`src/rtl/slet_pkg.sv`:
```
// Shared types and constants for the sparse level envelope tracker.
// Holds the command and format codes, the queue entry type and defaults.
// Depends on nothing; every other file imports it.
package slet_pkg;

    // Command codes carried in s_tuser.
    typedef enum logic [1:0] {
        CMD_NEXT  = 2'd0,
        CMD_SCAN  = 2'd1,
        CMD_INIT  = 2'd2,
        CMD_CLOSE = 2'd3
    } cmd_t;

    // Sample format register codes; the unused code converts as unsigned 8-bit.
    localparam logic [1:0] FMT_U8  = 2'd0;
    localparam logic [1:0] FMT_S16 = 2'd1;
    localparam logic [1:0] FMT_F32 = 2'd2;

    localparam int unsigned FMT_W       = 2;
    localparam int unsigned CMD_W       = 2;
    localparam int unsigned RAW_W       = 32;
    localparam int unsigned LEVEL_W     = 8;
    localparam int unsigned SKIP_W      = 7;
    localparam int unsigned SKIP_LOW_W  = 5;

    // Level conversion constants.
    localparam logic [LEVEL_W-1:0] LEVEL_OFFSET = 8'd128;
    localparam logic [LEVEL_W-1:0] LEVEL_POS_MAX = 8'd127;
    localparam logic [LEVEL_W-1:0] LEVEL_NEG_MAX = 8'd128;

    // Skip distance: the next take falls SKIP_BASE + low bits samples later.
    localparam int unsigned        SKIP_BASE   = 80;
    localparam logic [SKIP_W-1:0]  SKIP_RELOAD = SKIP_W'(SKIP_BASE - 1);

    // Reciprocal shift for the averaging divide; exact for sums below 2**14.
    localparam int unsigned DIV_SHIFT = 21;

    // Default configuration of the top level.
    localparam int unsigned AVG_COUNT_DEF   = 10;
    localparam int unsigned QUEUE_DEPTH_DEF = 2;

    // One classified word passed from the front part to the back part.
    typedef struct packed {
        cmd_t                  cmd;
        logic [LEVEL_W-1:0]    abs_level;
        logic [SKIP_LOW_W-1:0] skip_low;
    } entry_t;

endpackage

```
`src/rtl/slet_front.sv`:
```
// Front part: accepts input words, holds the sample format register and
// converts each raw sample to a signed level. Depends on slet_pkg.
module slet_front (
    input  logic                            aclk,
    input  logic                            aresetn,
    input  logic                            cfg_wen,
    input  logic [slet_pkg::FMT_W-1:0]      cfg_wdata,
    input  logic                            s_tvalid,
    output logic                            s_tready,
    input  logic [slet_pkg::RAW_W-1:0]      s_tdata,   // [31:0] sample_raw
    input  logic [slet_pkg::CMD_W-1:0]      s_tuser,   // [1:0] cmd
    input  logic                            q_full,
    output logic                            q_push,
    output slet_pkg::entry_t                q_wdata
);
    import slet_pkg::*;

    logic [FMT_W-1:0]   fmt_reg;
    logic [7:0]         expo;
    logic               neg;
    logic               is_nan;
    logic [8:0]         mag;
    logic [7:0]         mant_top;
    logic [LEVEL_W-1:0] level;

    // Sample format register, written only while the block is idle; unchecked.
    always_ff @(posedge aclk) begin
        if (!aresetn) begin
            fmt_reg <= FMT_U8;
        end else if (cfg_wen) begin
            fmt_reg <= cfg_wdata;
        end
    end

    // Float fields: only exponents 120..127 give a magnitude between 1 and 255.
    assign expo     = s_tdata[30:23];
    assign neg      = s_tdata[31];
    assign is_nan   = (expo == 8'hFF) && (s_tdata[22:0] != 23'd0);
    assign mant_top = {1'b1, s_tdata[22:16]};

    always_comb begin
        if (expo >= 8'd128) begin
            mag = 9'd256;
        end else if (expo >= 8'd120) begin
            mag = {1'b0, mant_top >> (~expo[2:0])};
        end else begin
            mag = 9'd0;
        end
    end

    // Level conversion by format.
    always_comb begin
        case (fmt_reg)
            FMT_S16: begin
                level = s_tdata[15:8];
            end
            FMT_F32: begin
                if (is_nan) begin
                    level = '0;
                end else if (neg) begin
                    level = (mag >= 9'(LEVEL_NEG_MAX)) ? LEVEL_NEG_MAX
                                                      : LEVEL_W'(-mag[7:0]);
                end else begin
                    level = (mag >= 9'(LEVEL_POS_MAX)) ? LEVEL_POS_MAX : mag[7:0];
                end
            end
            default: begin
                level = s_tdata[7:0] - LEVEL_OFFSET;
            end
        endcase
    end

    // Classified word for the queue.
    assign q_wdata.cmd       = cmd_t'(s_tuser);
    assign q_wdata.abs_level = level[LEVEL_W-1] ? LEVEL_W'(-level) : level;
    assign q_wdata.skip_low  = level[SKIP_LOW_W-1:0];

    assign s_tready = !q_full;
    assign q_push   = s_tvalid && !q_full;

endmodule

```
`src/rtl/slet_queue.sv`:
```
// Short register queue between the front and back parts.
// Holds classified words of type slet_pkg::entry_t; depends on slet_pkg.
module slet_queue #(
    parameter int unsigned DEPTH = slet_pkg::QUEUE_DEPTH_DEF
) (
    input  logic             aclk,
    input  logic             aresetn,
    input  logic             push,
    input  slet_pkg::entry_t wdata,
    output logic             full,
    output logic             rd_valid,
    output slet_pkg::entry_t rd_data,
    input  logic             pop
);
    import slet_pkg::*;

    localparam int unsigned PTR_W = $clog2(DEPTH);
    localparam int unsigned CNT_W = $clog2(DEPTH + 1);

    entry_t            mem_reg [DEPTH];
    logic [PTR_W-1:0]  wr_ptr_reg;
    logic [PTR_W-1:0]  rd_ptr_reg;
    logic [CNT_W-1:0]  count_reg;
    logic [PTR_W-1:0]  wr_ptr_next;
    logic [PTR_W-1:0]  rd_ptr_next;
    logic [CNT_W-1:0]  count_next;

    assign full     = (count_reg == CNT_W'(DEPTH));
    assign rd_valid = (count_reg != '0);
    assign rd_data  = mem_reg[rd_ptr_reg];

    // Pointer and fill count update with explicit wrap.
    always_comb begin
        wr_ptr_next = wr_ptr_reg;
        rd_ptr_next = rd_ptr_reg;
        count_next  = count_reg;
        if (push) begin
            wr_ptr_next = (wr_ptr_reg == PTR_W'(DEPTH - 1)) ? '0 : wr_ptr_reg + 1'b1;
        end
        if (pop) begin
            rd_ptr_next = (rd_ptr_reg == PTR_W'(DEPTH - 1)) ? '0 : rd_ptr_reg + 1'b1;
        end
        if (push && !pop) begin
            count_next = count_reg + 1'b1;
        end else if (pop && !push) begin
            count_next = count_reg - 1'b1;
        end
    end

    always_ff @(posedge aclk) begin
        if (!aresetn) begin
            wr_ptr_reg <= '0;
            rd_ptr_reg <= '0;
            count_reg  <= '0;
        end else begin
            wr_ptr_reg <= wr_ptr_next;
            rd_ptr_reg <= rd_ptr_next;
            count_reg  <= count_next;
        end
    end

    // Storage needs no reset.
    always_ff @(posedge aclk) begin
        if (push) begin
            mem_reg[wr_ptr_reg] <= wdata;
        end
    end

    a_count_bound: assert property (@(posedge aclk) disable iff (!aresetn)
        count_reg <= CNT_W'(DEPTH))
        else $error("queue fill count exceeds depth");

    a_ptr_equal: assert property (@(posedge aclk) disable iff (!aresetn)
        (count_reg == '0 || count_reg == CNT_W'(DEPTH)) |-> wr_ptr_reg == rd_ptr_reg)
        else $error("queue pointers disagree with empty or full count");

    a_ptr_apart: assert property (@(posedge aclk) disable iff (!aresetn)
        (count_reg != '0 && count_reg != CNT_W'(DEPTH)) |-> wr_ptr_reg != rd_ptr_reg)
        else $error("queue pointers meet while partly filled");

endmodule

```
`src/rtl/slet_back.sv`:
```
// Back part: skip tracking, level accumulation and averaging, then the
// output register that holds the mouth level. Depends on slet_pkg.
module slet_back #(
    parameter int unsigned AVG_COUNT = slet_pkg::AVG_COUNT_DEF
) (
    input  logic                          aclk,
    input  logic                          aresetn,
    input  logic                          q_valid,
    input  slet_pkg::entry_t              q_rdata,
    output logic                          q_pop,
    output logic                          m_tvalid,
    input  logic                          m_tready,
    output logic [slet_pkg::LEVEL_W-1:0]  m_tdata,   // [7:0] mouth_level
    output logic [0:0]                    m_tuser    // [0] level_updated
);
    import slet_pkg::*;

    localparam int unsigned SUM_W   = $clog2(128 * AVG_COUNT + 1);
    localparam int unsigned CNT_W   = $clog2(AVG_COUNT + 1);
    localparam int unsigned RECIP_W = DIV_SHIFT + 1;
    localparam int unsigned PROD_W  = SUM_W + RECIP_W;
    localparam logic [RECIP_W-1:0] RECIP =
        RECIP_W'(((2 ** DIV_SHIFT) + AVG_COUNT - 1) / AVG_COUNT);

    typedef enum logic [1:0] {
        ACT_HOLD,
        ACT_CLEAR,
        ACT_UPDATE
    } act_t;

    // Tracker state.
    logic [SUM_W-1:0]   sum_reg,   sum_next;
    logic [CNT_W-1:0]   count_reg, count_next;
    logic [SKIP_W-1:0]  skip_reg,  skip_next;

    // Stage A: action and finished sum per word.
    logic               a_valid_reg;
    act_t               a_act_reg, a_act_next;
    logic [SUM_W-1:0]   a_sum_reg, a_sum_next;

    // Stage B: output register.
    logic               b_valid_reg;
    logic [LEVEL_W-1:0] mouth_reg;
    logic               upd_reg;

    logic               b_load;
    logic               a_load;
    logic               take;
    logic [SUM_W-1:0]   sum_add;
    logic [CNT_W-1:0]   count_inc;
    logic [PROD_W-1:0]  prod;

    assign b_load = !b_valid_reg || m_tready;
    assign a_load = q_valid && (!a_valid_reg || b_load);
    assign q_pop  = a_load;

    // State update for the word leaving the queue.
    assign take      = (q_rdata.cmd == CMD_SCAN) || (skip_reg == '0);
    assign sum_add   = sum_reg + SUM_W'(q_rdata.abs_level);
    assign count_inc = count_reg + 1'b1;

    always_comb begin
        sum_next   = sum_reg;
        count_next = count_reg;
        skip_next  = skip_reg;
        a_act_next = ACT_HOLD;
        a_sum_next = sum_add;
        case (q_rdata.cmd)
            CMD_INIT: begin
                sum_next   = '0;
                count_next = '0;
                skip_next  = '0;
                a_act_next = ACT_CLEAR;
            end
            CMD_CLOSE: begin
                a_act_next = ACT_CLEAR;
            end
            default: begin
                if (!take) begin
                    skip_next = skip_reg - 1'b1;
                end else begin
                    skip_next = SKIP_RELOAD + SKIP_W'(q_rdata.skip_low);
                    if (count_inc >= CNT_W'(AVG_COUNT)) begin
                        sum_next   = '0;
                        count_next = '0;
                        a_act_next = ACT_UPDATE;
                    end else begin
                        sum_next   = sum_add;
                        count_next = count_inc;
                    end
                end
            end
        endcase
    end

    always_ff @(posedge aclk) begin
        if (!aresetn) begin
            sum_reg     <= '0;
            count_reg   <= '0;
            skip_reg    <= '0;
            a_valid_reg <= 1'b0;
        end else begin
            if (a_load) begin
                sum_reg     <= sum_next;
                count_reg   <= count_next;
                skip_reg    <= skip_next;
                a_valid_reg <= 1'b1;
            end else if (b_load) begin
                a_valid_reg <= 1'b0;
            end
        end
    end

    always_ff @(posedge aclk) begin
        if (a_load) begin
            a_act_reg <= a_act_next;
            a_sum_reg <= a_sum_next;
        end
    end

    // Divide by AVG_COUNT as a multiply by its scaled reciprocal.
    assign prod = PROD_W'(a_sum_reg) * PROD_W'(RECIP);

    // Output stage holds the mouth value; it moves only when empty or taken.
    always_ff @(posedge aclk) begin
        if (!aresetn) begin
            b_valid_reg <= 1'b0;
            mouth_reg   <= '0;
            upd_reg     <= 1'b0;
        end else if (b_load) begin
            b_valid_reg <= a_valid_reg;
            if (a_valid_reg) begin
                case (a_act_reg)
                    ACT_CLEAR: begin
                        mouth_reg <= '0;
                        upd_reg   <= 1'b0;
                    end
                    ACT_UPDATE: begin
                        mouth_reg <= prod[DIV_SHIFT +: LEVEL_W];
                        upd_reg   <= 1'b1;
                    end
                    default: begin
                        upd_reg   <= 1'b0;
                    end
                endcase
            end
        end
    end

    assign m_tvalid = b_valid_reg;
    assign m_tdata  = mouth_reg;
    assign m_tuser  = upd_reg;

    a_mouth_range: assert property (@(posedge aclk) disable iff (!aresetn)
        mouth_reg <= LEVEL_W'(128))
        else $error("mouth level above 128");

    a_count_range: assert property (@(posedge aclk) disable iff (!aresetn)
        count_reg < CNT_W'(AVG_COUNT))
        else $error("taken count reached the average length without clearing");

    a_skip_range: assert property (@(posedge aclk) disable iff (!aresetn)
        skip_reg <= SKIP_RELOAD + SKIP_W'(31))
        else $error("skip distance out of range");

    a_sum_clear: assert property (@(posedge aclk) disable iff (!aresetn)
        (count_reg == '0) |-> (sum_reg == '0))
        else $error("level sum nonzero with no samples taken");

endmodule

```
`src/rtl/sparse_level_envelope_tracker_unit.sv`:
```
// An accepted word passes through the queue, then stage A, then the output stage to m_tvalid.
// Throughput: one word per cycle sustained while m_tready is high; s_tready comes only
// from the queue fill count, so it never follows m_tready in the same cycle. A stalled
// result blocks intake once both back stages and all queue entries are full.
// The averaging divide is one reciprocal multiply in the output stage.
// Reset (aresetn low, synchronous) clears the format register, the queue, the
// level sum, taken count, skip count and mouth level; no clearing pass follows.
module sparse_level_envelope_tracker_unit #(
    parameter int unsigned AVG_COUNT   = slet_pkg::AVG_COUNT_DEF,
    parameter int unsigned QUEUE_DEPTH = slet_pkg::QUEUE_DEPTH_DEF
) (
    input  logic                          aclk,
    input  logic                          aresetn,
    input  logic                          cfg_wen,
    input  logic [slet_pkg::FMT_W-1:0]    cfg_wdata,  // [1:0] sample_format
    input  logic                          s_tvalid,
    output logic                          s_tready,
    input  logic [slet_pkg::RAW_W-1:0]    s_tdata,    // [31:0] sample_raw
    input  logic [slet_pkg::CMD_W-1:0]    s_tuser,    // [1:0] cmd
    output logic                          m_tvalid,
    input  logic                          m_tready,
    output logic [slet_pkg::LEVEL_W-1:0]  m_tdata,    // [7:0] mouth_level
    output logic [0:0]                    m_tuser     // [0] level_updated
);
    import slet_pkg::*;

    logic   q_full;
    logic   q_push;
    entry_t q_wdata;
    logic   q_valid;
    entry_t q_rdata;
    logic   q_pop;

    // Intake and level conversion.
    slet_front u_front (
        .aclk      (aclk),
        .aresetn   (aresetn),
        .cfg_wen   (cfg_wen),
        .cfg_wdata (cfg_wdata),
        .s_tvalid  (s_tvalid),
        .s_tready  (s_tready),
        .s_tdata   (s_tdata),
        .s_tuser   (s_tuser),
        .q_full    (q_full),
        .q_push    (q_push),
        .q_wdata   (q_wdata)
    );

    // Queue between the two parts.
    slet_queue #(
        .DEPTH (QUEUE_DEPTH)
    ) u_queue (
        .aclk     (aclk),
        .aresetn  (aresetn),
        .push     (q_push),
        .wdata    (q_wdata),
        .full     (q_full),
        .rd_valid (q_valid),
        .rd_data  (q_rdata),
        .pop      (q_pop)
    );

    // Skip tracking, averaging and output register.
    slet_back #(
        .AVG_COUNT (AVG_COUNT)
    ) u_back (
        .aclk     (aclk),
        .aresetn  (aresetn),
        .q_valid  (q_valid),
        .q_rdata  (q_rdata),
        .q_pop    (q_pop),
        .m_tvalid (m_tvalid),
        .m_tready (m_tready),
        .m_tdata  (m_tdata),
        .m_tuser  (m_tuser)
    );

endmodule

```
`config.mk`:
```
export PLATFORM = sky130hd
export DESIGN_NAME = sparse_level_envelope_tracker_unit
export DESIGN_NICKNAME = d
export VERILOG_FILES = /design/src/rtl/slet_pkg.sv /design/src/rtl/slet_front.sv /design/src/rtl/slet_queue.sv /design/src/rtl/slet_back.sv /design/src/rtl/sparse_level_envelope_tracker_unit.sv
export SDC_FILE = /design/constraint.sdc
export NUM_CORES = 1
export LEC_CHECK = 0
export BUFFER_PORTS_ARGS = -buffer_cell sky130_fd_sc_hd__buf_2
export CAP_MARGIN = 20
export CORE_MARGIN = 2
export CORE_UTILIZATION = 61
export CTS_CLUSTER_SIZE = 8
export DETAILED_ROUTE_END_ITERATION = 10
export GPL_TIMING_DRIVEN = 0
export PLACE_DENSITY_LB_ADDON = 0.12
export SETUP_SLACK_MARGIN = 0.1
export SLEW_MARGIN = 15
export SYNTH_ARGS = -nofsm -noshare
export SYNTH_HDL_FRONTEND = slang
export SYNTH_SLANG_ARGS = --single-unit
```
`constraint.sdc`:
```
create_clock -name aclk -period 12.43 [get_ports aclk]
set_input_delay 2.486 -clock aclk [delete_from_list [all_inputs] [get_ports aclk]]
set_output_delay 2.486 -clock aclk [all_outputs]
set_load 0.05 [all_outputs]
```
== After elaboration in Yosys (flattened, before gate mapping) ==
Memory sizes are Yosys's and may differ from the RTL's. A register that Yosys moved wholly into a read port is not among the register bits.
Index checks and enable logic that the tools add are counted.

* Bits in registers: 52
* Latch bits: 0
* Memory bits (writable): 30
* ROM bits: 0
* Input port bits: 41
* Output and inout bits: 11
* Word-level logic and storage cells: 101
* Memories: 1

{| class="wikitable"
|+ Memory list
! memory !! words !! width !! rd ports !! clocked after Yosys merged registers in !! write ports !! line !! RTL
|-
| u_queue.mem_reg || 2 || 15 || 1 || 1 || 1 || slet_queue.sv:20 || <nowiki>entry_t mem_reg [DEPTH];</nowiki>
|}

* Add/subtract/negate cells: 11
* Multipliers: 1
* Divide/modulo/power cells: 0
* Magnitude comparators: 5
* Equality and inequality tests: 9
* Shift-type cells: 1
* Mux-type cells: 30
* Bitwise operators: 3
* Reductions and logical operators: 26

{| class="wikitable"
|+ Operators by type and width
! kind !! number
|-
| $mux 8 || 6
|-
| $pmux 8 s2 || 2
|-
| $mul 11x16->27 const B || 1
|-
| $reduce_bool 23->1 || 1
|-
| $mux 11 || 2
|-
| $pmux 11 s2 || 1
|-
| $neg 8->8 || 2
|-
| $pmux 7 s2 || 1
|-
| $add 11x8->11 || 1
|-
| $eq 2x2->1 const B || 5
|-
| $mux 1 || 10
|-
| $reduce_bool 2->1 || 5
|-
| $ge 9x7->1 const B || 1
|-
| $ge 9x8->1 const B || 1
|-
| $mux 9 || 1
|-
| $eq 8x8->1 const B || 1
|-
| $ge 8x7->1 const B || 1
|-
| $ge 8x8->1 const B || 1
|-
| $mux 4 || 2
|-
| $pmux 4 s2 || 1
|-
| $shr 8x3->8 || 1
|-
| $sub 8x8->8 const B || 1
|-
| $add 7x5->7 const A || 1
|-
| $logic_not 7->1 || 1
|-
| other kinds (18) || 36
|}

== Depth between registers and ports, before layout ==
Gate-level depths: netlist (run 1).

* Depth after elaboration: 11
* Mapped depth: 21
* Depth with buffers taken out: 21

== By module ==
From an unflattened synthesis (run 1), not the netlist that was laid out.

* Cell total of the unflattened synthesis: 788
* Area, all modules: 7475.9 um^2

{| class="wikitable"
|+ Modules (own cells, without submodules)
! module !! times used !! cells an instance !! area an instance (um^2)
|-
| slet_back || 1 || 532 || 4859.7
|-
| slet_front || 1 || 187 || 1312.5
|-
| slet_queue || 1 || 69 || 1303.8
|}

== Least setup slack after synthesis (run 1) ==
Ideal clock, no wire load.

* Kind: input to register
* From: input port s_tdata[22] (netlist name)
* To: memory u_queue.mem_reg[0][11] (netlist name) (data pin)
* Library setup time: 0.268 ns
* Data arrival time: 4.768 ns
* Data required time: 12.162 ns
* Slack: 7.394 ns
* Stages: 13
* Path through: clkbuf_1 a21oi_1 a31oi_1 o211ai_1 ha_1 o21ai_0 o32ai_2 xor2_1 a21oi_1 o31ai_4 nor3b_2 a31oi_1 xor2_1

{| class="wikitable"
|+ RTL lines
! what !! line !! RTL
|-
| from (decl) || sparse_level_envelope_tracker_unit.sv:18 || <nowiki>input logic [slet_pkg::RAW_W-1:0] s_tdata,</nowiki>
|-
| to (decl) || slet_queue.sv:20 ||
|}

== Worst setup path after layout (run 1) ==
* From: register u_back.a_sum_reg[5]
* To: register u_back.mouth_reg[3], in the netlist u_back.m_tdata[3]

* Word-level cells in the longest chain between the ends: 2

{| class="wikitable"
|+ Ends and longest elaborated chain
! what !! line !! RTL
|-
| from (decl) || slet_back.sv:39 || <nowiki>logic [SUM_W-1:0] a_sum_reg, a_sum_next;</nowiki>
|-
| from (signal assigned) || slet_back.sv:117 || <nowiki>a_sum_reg <= a_sum_next;</nowiki>
|-
| $mul 11x16->27 || slet_back.sv:122 || <nowiki>assign prod = PROD_W'(a_sum_reg) * PROD_W'(RECIP);</nowiki>
|-
| $pmux 8 s2 || slet_back.sv:133 || <nowiki>case (a_act_reg)</nowiki>
|-
| to (signal assigned) || slet_back.sv:139 || <nowiki>mouth_reg <= prod[DIV_SHIFT +: LEVEL_W];</nowiki>
|-
| to (decl) || slet_back.sv:43 || <nowiki>logic [LEVEL_W-1:0] mouth_reg;</nowiki>
|}

No other way between the ends.
A chain may end at the register's enable or synchronous reset.

==> reports/metrics.csv, run 1 <==
metric,value,unit
number of setup buffers added after CTS,0,
outcome,"complete, no violations",
Wirelength per Cell,16.25,um
initial antenna violation count,0,
Routability Congestion,0.9056,
Synth Register Bits,81,
Synth Net Count,939,
clk sink count,81,
Antenna diodes,0,
total grt overflow,0,
"Cell Area, Synth",7212,um2
Worst-Margin Slew,0.8404,ns
final hold violation count,0,
final hold slack,0.4506,ns
max_slew headroom,0.4386,
drt initial violations,357,
vias post-DR,5703,
Gate Count Post-Synth,767,
# port buffers,49,
max reg flops,28,
crit-path max FO,5,
Inst Count DP,959,
number of synthesized flops with an enable pin,41,
WP data arrival,5.82,ns
final setup skew,0.006560,ns
RSZ-0062 raised after global routing,no,
syn_area_per_cell,9.403,um2
R2R setup slack,6.83,ns
CTS tree,built,
Synth top area share,0.1707,
first-pass GRT wire length,26800,um
Total GRT Usage,0.2604,
CTS Buf Count,9,
crit start category,flip-flop,
WP data required,12.65,ns
Pins Over Slew Limit,0,
Synth Warn #,0,
Netlist cell types,69,
Layout Nets,999,
cell taking the most area after synthesis,edfxtp_1,
Layout area overhead,10.34,%
r2r endpoint,u_back.m_tdata[3],
Worst Hold Depth,2,
Final Non-Filler Cells,975,
core area,11470,um2
commonest cells in the netlist,"inv_1 (123), ha_1 (92), nand2_1 (44)",
minimum clock period,5.602,ns
worst hold path type,reg2reg,
CTS H-tree depth,3,
io pins,52,
share of cells above drive strength 1,0.1070,
die area,12710,um2
most instantiated library cell after synthesis,inv_1,
R2R Path Start,u_back.a_sum_reg[5],
hpwl dp,12630,um
DRT Pass-1 Iters,7,
"Worst Path Class, Setup",reg2reg,
worst r2r path cells,19,
die width,112.7,um
met2 routed WL,7904,um
Skew-Pair Late Insertion Delay,0.34,ns
largest net degree at the start of global routing,17,
clock-pin slew on the worst setup and hold paths,0.06,ns
Main synth FF type,edfxtp_1,
Final period util,0.4507,
hold worst-path end,u_back.m_tdata[2],
Initial Utilization,0.6289,
post-route met1 wirelength,7038,um
hold_buf cts,0,
CTS root buf,clkbuf_16,
Sum Neg Setup Slack,0,ns
setup violators final,0,
hold_sp,u_back.m_tdata[2],
fmax,178.5,MHz
post-route ant nets,0,
uppermost layer routed,met4,
Critical Path End Type,flip-flop,
asr flop ratio synth,0,
Max-Cap Viols,0,
Resize count post-CTS,0,
vias in the first global route,5754,
drt drc,0,
total wire length,15850,um
sequential cell area fraction in the yosys report,0.2817,
routed wl met3,610,um
post-DR vias/cell,5.849,
Die Y,112.7,um
# rows,39,
"top cells by area, synth","edfxtp_1 (17%), ha_1 (16%), dfxtp_1 (11%)",
deepest clock path buffer count,2,
## metal layers
metal | track usage | vias to the layer above
met5 | 0 | -
met1 | 0.3350 | 2719
met3 | 0.03803 | 28
met2 | 0.4595 | 145
li1 | - | 2811
met4 | 0.07317 | 0
## metrics by stage
stage / setup WS (ns) / util / area [um2]
6_report: 6.828 / 0.6939 / 7958
5_1_grt: 6.656 / 0.6939 / 7958
3_3_place_gp: 6.693 / 0.6659 / 7636
4_1_cts: 6.869 / 0.6939 / 7958
3_5_place_dp: 6.712 / 0.6661 / 7639
2_1_floorplan: 7.394 / - / 7212
## final cells by class
type	count	area, um2
fill	879	3510
tap	143	178.9
inverter	123	461.7
clock inverter	7	93.84
multi-input combinational	545	4643
clock buffer	9	225.2
sequential	81	2032
buffer	18	77.57
timing repair buffer	49	245.2
## worst max path at each step
stage | to | slack, ns | cells after the start | start
after floorplan | u_queue.mem_reg[0][11] | 7.39 | 13 | s_tdata[22]
after global placement | u_queue.mem_reg[0][11] | 6.69 | 13 | s_tdata[28]
after detailed placement | u_queue.mem_reg[0][11] | 6.71 | 13 | s_tdata[28]
after CTS | u_back.m_tdata[3] | 6.87 | 19 | u_back.a_sum_reg[5]
after global routing | u_back.m_tdata[3] | 6.66 | 19 | u_back.a_sum_reg[5]
final | u_back.m_tdata[3] | 6.83 | 19 | u_back.a_sum_reg[5]
## cells by family (layout without fill, tap and decap cells)
| logic type | count (synthesis) | in the layout | share of synthesized area |
|---|---|---|---|
| adder cells (fa/ha/maj) | 131 | 131 | 0.2679 |
| multiplexers | 27 | 27 | 0.04112 |
| flip-flops | 81 | 81 | 0.2817 |
| AO/OA/AOI/OAI | 171 | 171 | 0.1612 |
| buffers and inverters | 141 | 206 | 0.07477 |
| AND/OR/NAND/NOR | 186 | 186 | 0.1369 |
| XOR/XNOR | 30 | 30 | 0.03643 |
## critical path, cell delays in order (launching register included)
cell and delay [ns]:
edfxtp_1 0.49, ha_1 0.37, inv_1 0.07, fa_1 0.57
fa_1 0.54, inv_1 0.05, fa_1 0.50, inv_1 0.06
fa_1 0.53, inv_1 0.04, ha_1 0.31, nand4_1 0.16
nor2_1 0.20, nand2_1 0.07, or3_1 0.38, a21o_1 0.24
a21boi_0 0.38, o21ai_0 0.27, nand4b_1 0.16, a21boi_0 0.09
## layout by cell type (no fill, tap or decap), types with 6 or more instances in the layout
master and instances:
nor3_1 13, o211ai_1 10, clkbuf_16 9, xnor2_1 14, xor2_1 16, a31oi_1 7, o21a_1 6, mux2i_1 18
and3_1 8, nand2_1 44, fa_1 39, a21oi_1 35, inv_1 123, nor2_1 29, mux2_2 7, a21boi_0 9
ha_1 92, o21bai_1 7, nor2b_1 22, dfxtp_1 40, and2_1 9, clkbuf_1 12, edfxtp_1 41, o21ai_0 35
nand4_1 8, a21o_1 10, nor4_1 7, o22ai_1 6, buf_2 54, a22oi_1 11, nand2b_1 8, nand3_1 14
Power of run 1 is not shown: default switching activity piles up to over one toggle a cycle in this logic, so the estimate is an artifact.
==> inputs of run 2 (changes only) <==
Settings changed: CORE_UTILIZATION 61 to 56.
Clock period 12.43 ns to 4.7 ns, I/O delays scaled along.
==> run 2 against run 1 <==
The flow now finishes with violations (setup timing). Via count rose by 2.1%. Maximum frequency rose by 13%. Sequential cell count did not move. Sequential share of layout area fell by 0.89 points. Clock-buffer cell count rose by 1. Core utilization fell by 4.1 points. Final cell count rose by 4.7%. Non-clock buffer count rose by 17. Die area rose by 8.6%.
==> reports/metrics.csv, run 2 (same netlist as run 1, synthesis figures left out) <==
metric,value,unit,change
Total GRT Usage,0.2379,,-0.02254
pre-CTS WS,-0.5847,ns,-7.296 ns
Routability Congestion,0.9346,,+3.2%
Initial Utilization,0.5715,,-0.05743
initial antenna violation count,0,,unchanged
CTS H-tree depth,3,,unchanged
drt drc,0,,unchanged
setup violators final,6,,+6
CTS tree,built,,
routed wl met3,728,um,+19%
Max-Cap Viols,0,,unchanged
die width,117.5,um,+4.2%
most frequent cells in the layout,"inv_1 (116), ha_1 (87), buf_2 (54), nand2_1 (44), edfxtp_1 (41)",,
RSZ-0062 raised after global routing,yes,,
Wirelength per Cell,15.70,um,-3.4%
Final period util,1.057,,+0.6068
Critical Path End Type,flip-flop,,
total grt overflow,0,,unchanged
Worst-Margin Slew,0.8655,ns,+0.02519 ns
total wire length,16030,um,+1.1%
# port buffers,49,,unchanged
deepest clock path buffer count,2,,unchanged
uppermost layer routed,met4,,
minimum clock period,4.970,ns,-0.6316 ns
crit-path max FO,3,,-2
first-pass GRT wire length,27200,um,+1.5%
"most common cell after layout, fill and taps aside",inv_1,,
WP data arrival,5.23,ns,-0.59 ns
worst hold path type,reg2reg,,
max_slew headroom,0.4218,,-0.01683
hpwl dp,12480,um,-1.2%
die area,13800,um2,+8.6%
max reg flops,28,,unchanged
final hold violation count,0,,unchanged
CTS root buf,clkbuf_16,,
WP data required,4.96,ns,-7.69 ns
drt initial violations,336,,-5.9%
Skew-Pair Late Insertion Delay,0.34,ns,about the same
clk sink count,81,,unchanged
DRT Pass-1 Iters,5,,-2
post-route ant nets,0,,unchanged
Pins Over Slew Limit,0,,unchanged
CTS Buf Count,9,,unchanged
# rows,41,,+5.1%
Die Y,117.5,um,+4.2%
final setup margin,-0.2700,ns,-7.098 ns
largest net degree at the start of global routing,17,,unchanged
vias post-DR,5821,,+2.1%
post-route met1 wirelength,6950,um,-1.3%
vias in the first global route,5943,,+3.3%
failing checks,setup timing,,
area post-placement,7712,um2,+0.97%
Final Cell Area,8244,um2,+3.6%
outcome,"finished, violations left",,
Layout Nets,1016,,+1.7%
met2 routed WL,8087,um,+2.3%
Layout area overhead,14.31,%,
io pins,52,,unchanged
Antenna diodes,0,,unchanged
final setup skew,0.007444,ns,+0.0008841 ns
post-DR vias/cell,5.701,,-2.5%
fmax,201.2,MHz,+13%
share of cells above drive strength 1,0.1567,,+0.04968
core area,12620,um2,+10%
clock-pin slew on the worst setup and hold paths,0.06,ns,about the same
"Worst Path Class, Setup",reg2reg,,
crit start category,flip-flop,,
run 2: timing repair:
action,in CTS,in global routing
gates resized for setup,18,14
hold buffers,0,0
setup endpoints to repair,8,8
buffers inserted,15,2
pin swaps,11,16
run 2: worst max-delay path, cell delays in order (launching register included):
cell and delay (ns):
edfxtp_1 0.40, ha_1 0.35, inv_2 0.07, fa_2 0.47, fa_1 0.52, inv_2 0.04, fa_1 0.51, inv_2 0.04
fa_1 0.54, inv_2 0.05, ha_4 0.26, nand4_1 0.17, nor2_2 0.15, nand2_1 0.07, or3_4 0.35, a21o_1 0.21
a21oi_4 0.17, nor3_4 0.06, a2111o_1 0.37, o211ai_1 0.09
run 2: final timing paths:
path | from | end | slack, ns | depth (start not counted)
hold / removal | u_back.m_tdata[5] | u_back.m_tdata[5] | 0.44 | 2
hold reg to reg | u_back.m_tdata[5] | u_back.m_tdata[5] | 0.44 | 2
setup / recovery | u_back.a_sum_reg[5] | u_back.m_tdata[7] | -0.27 | 19
setup reg to reg | u_back.a_sum_reg[5] | u_back.m_tdata[7] | -0.27 | 19
run 2: metal layers:
layer	global-route usage	up-vias
met5	0	-
met4	0.05723	0
met3	0.03343	30
met2	0.4324	166
met1	0.2990	2790
li1	-	2835
run 2: through the flow:
step | util | cells | TNS (ns) | hold WS, ns
after floorplan | - | 767 | -0.07491 | 0.4633
after global placement | 0.6109 | 988 | -2.429 | 0.4331
after detailed placement | 0.6111 | 988 | -2.805 | 0.4359
after CTS | 0.6472 | 1019 | -1.412 | 0.4501
after global routing | 0.6533 | 1021 | -2.663 | 0.4928
final | 0.6533 | 1021 | -1.295 | 0.4441
run 2: cell type report:
type	instances	area (um2)
Timing Repair Buffer	66	380.4
Fill cell	1047	4375
Tap cell	172	215.2
Multi-Input combinational cell	545	4781
Clock inverter	6	67.56
Inverter	123	461.7
Buffer	18	77.57
Sequential cell	81	2032
Clock buffer	10	229.0
Power of run 2 is left out for the same reason.
==> inputs of run 3 (changes only) <==
Settings changed: GPL_ROUTABILITY_DRIVEN from default to 0, MAX_ROUTING_LAYER from default to met4.
==> run 3 against run 2 <==
The run still ends with setup timing left. Largest cell class unchanged. Hold slack better by 0.0013 ns. Worst setup slack worse by 0.053 ns. Non-clock buffer count is 1 higher. First-iteration DRC count is 3.9% higher. Via count is 1.1% lower. Clock skew hardly changed. Sequential share of layout area hardly changed. Final cell count hardly changed.
==> reports/metrics.csv, run 3 (same netlist as run 1, synthesis figures left out) <==
metric,value,unit,change
post-DR vias/cell,5.635,,-1.2%
core area,12620,um2,unchanged
Skew-Pair Late Insertion Delay,0.34,ns,about the same
total grt overflow,0,,unchanged
hpwl dp,12550,um,+0.53%
"CP delay by family, top",adder cells,,
WP data required,4.97,ns,about the same
final hold slack,0.4455,ns,+0.001348 ns
CTS Buf Count,9,,unchanged
DRT Pass-1 Iters,7,,+2
most frequent cells in the layout,"inv_1 (116), ha_1 (88), buf_2 (54), nand2_1 (44), edfxtp_1 (41)",,
CP Cell Sequence,buf_6 -> ha_4 -> inv_2 -> fa_1 -> inv_2 -> fa_1 -> inv_2 -> fa_1 -> inv_2 -> fa_1 -> ha_4 -> nand4_1 -> nor2_2 -> nand2_1 -> or3_4 -> a21o_1 -> a21oi_2 -> nor3_4 -> a2111o_1 -> o211ai_1,,
first-pass GRT wire length,26540,um,-2.4%
Sum Neg Setup Slack,-1.246,ns,+0.04917 ns
final setup skew,0.006949,ns,-0.0004953 ns
crit start category,flip-flop,,
total wire length,16000,um,-0.18%
Die Y,117.5,um,unchanged
CTS tree,built,,
Initial Utilization,0.5715,,unchanged
drt initial violations,349,,+3.9%
Max-Cap Viols,0,,unchanged
drt drc,0,,unchanged
Worst-Margin Slew,0.8263,ns,-0.03923 ns
outcome,"finished, violations left",,
critical path's slowest cell,fa_1,,
minimum clock period,5.023,ns,+0.05288 ns
share of cells above drive strength 1,0.1541,,-0.002537
max reg flops,28,,unchanged
crit-path max FO,3,,unchanged
Pins Over Slew Limit,0,,unchanged
WP buf/inv,5,,+1
failing checks,setup timing,,
die width,117.5,um,unchanged
final setup margin,-0.3229,ns,-0.05288 ns
worst hold path type,reg2reg,,
Critical Path End Type,flip-flop,,
CTS H-tree depth,3,,unchanged
Final period util,1.069,,+0.01125
# rows,41,,unchanged
Antenna diodes,0,,unchanged
io pins,52,,unchanged
largest net degree at the start of global routing,17,,unchanged
max_slew headroom,0.4485,,+0.02675
WP data arrival,5.29,ns,+0.06 ns
Total GRT Usage,0.2408,,+0.002872
RSZ-0062 raised after global routing,yes,,
Layout Nets,1017,,+0.098%
final hold violation count,0,,unchanged
Layout area overhead,14.43,%,
CP max stage delay,0.52,ns,-0.02 ns
die area,13800,um2,unchanged
fmax,199.1,MHz,-1.1%
"Worst Path Class, Setup",reg2reg,,
Wirelength per Cell,15.65,um,-0.28%
# port buffers,49,,unchanged
vias in the first global route,5821,,-2.1%
clk sink count,81,,unchanged
"most common cell after layout, fill and taps aside",inv_1,,
deepest clock path buffer count,2,,unchanged
clock-pin slew on the worst setup and hold paths,0.07,ns,about the same
setup violators final,5,,-1
CTS root buf,clkbuf_16,,
vias post-DR,5759,,-1.1%
post-route ant nets,0,,unchanged
initial antenna violation count,0,,unchanged
## run 3: cell types whose count changed in the layout (fill, tap and decap cells not counted), moves of 2 or more
cell,change
buf_4,+2
fa_1,+3
inv_6,+3
fa_2,-3
## run 3: path summary, 6_finish.rpt
check | start | end | slack [ns] | cells past startpoint
setup / recovery | u_back.a_sum_reg[9] | u_back.m_tdata[7] | -0.32 | 20
hold / removal | u_back.m_tdata[0] | u_back.m_tdata[0] | 0.45 | 2
setup reg to reg | u_back.a_sum_reg[9] | u_back.m_tdata[7] | -0.32 | 20
hold reg to reg | u_back.m_tdata[0] | u_back.m_tdata[0] | 0.45 | 2
## run 3: stage by stage
step	instances	setup slack, ns	utilization	cell area, um2
3_5_place_dp	988	-0.5531	0.6111	7712
6_report	1022	-0.3229	0.6540	8253
5_1_grt	1022	-0.5221	0.6540	8253
4_1_cts	1020	-0.2860	0.6516	8223
2_1_floorplan	767	-0.06391	-	7249
3_3_place_gp	988	-0.4941	0.6109	7710
## run 3: worst reg2reg max path: cells and delay by family (launching register included)
family,cells,cell delay (ns)
fa+ha+maj,6,2.57
simple gates,5,0.77
flops,1,0.42
buf+inv,5,0.31
compound gates,4,0.87
## run 3: routing by layer
metal  vias up  track usage  wire [um]
met5         -            -          0
met4         0      0.06928        369
met3        36      0.03682        563
met2       146       0.4306       8256
met1      2735       0.2814       6808
li1       2842            -          -
## run 3: repair_timing
action,CTS,global route
setup endpoints to repair,8,8
gates resized for setup,15,8
cloned,0,0
pin swaps,10,6
buffers inserted,16,2
endpoints found under the hold margin,0,0
hold buffers,0,0
## run 3: layout make-up
cell class                 instances  area, um2
clock inverter                     7      111.4
clock buffer                       9      225.2
timing repair buffer              67      384.1
sequential                        81       2032
inverter                         123      461.7
tap                              172      215.2
buffer                            18      77.57
fill                            1065       4367
multi-input combinational        545       4746
Power of run 3 is left out for the same reason.
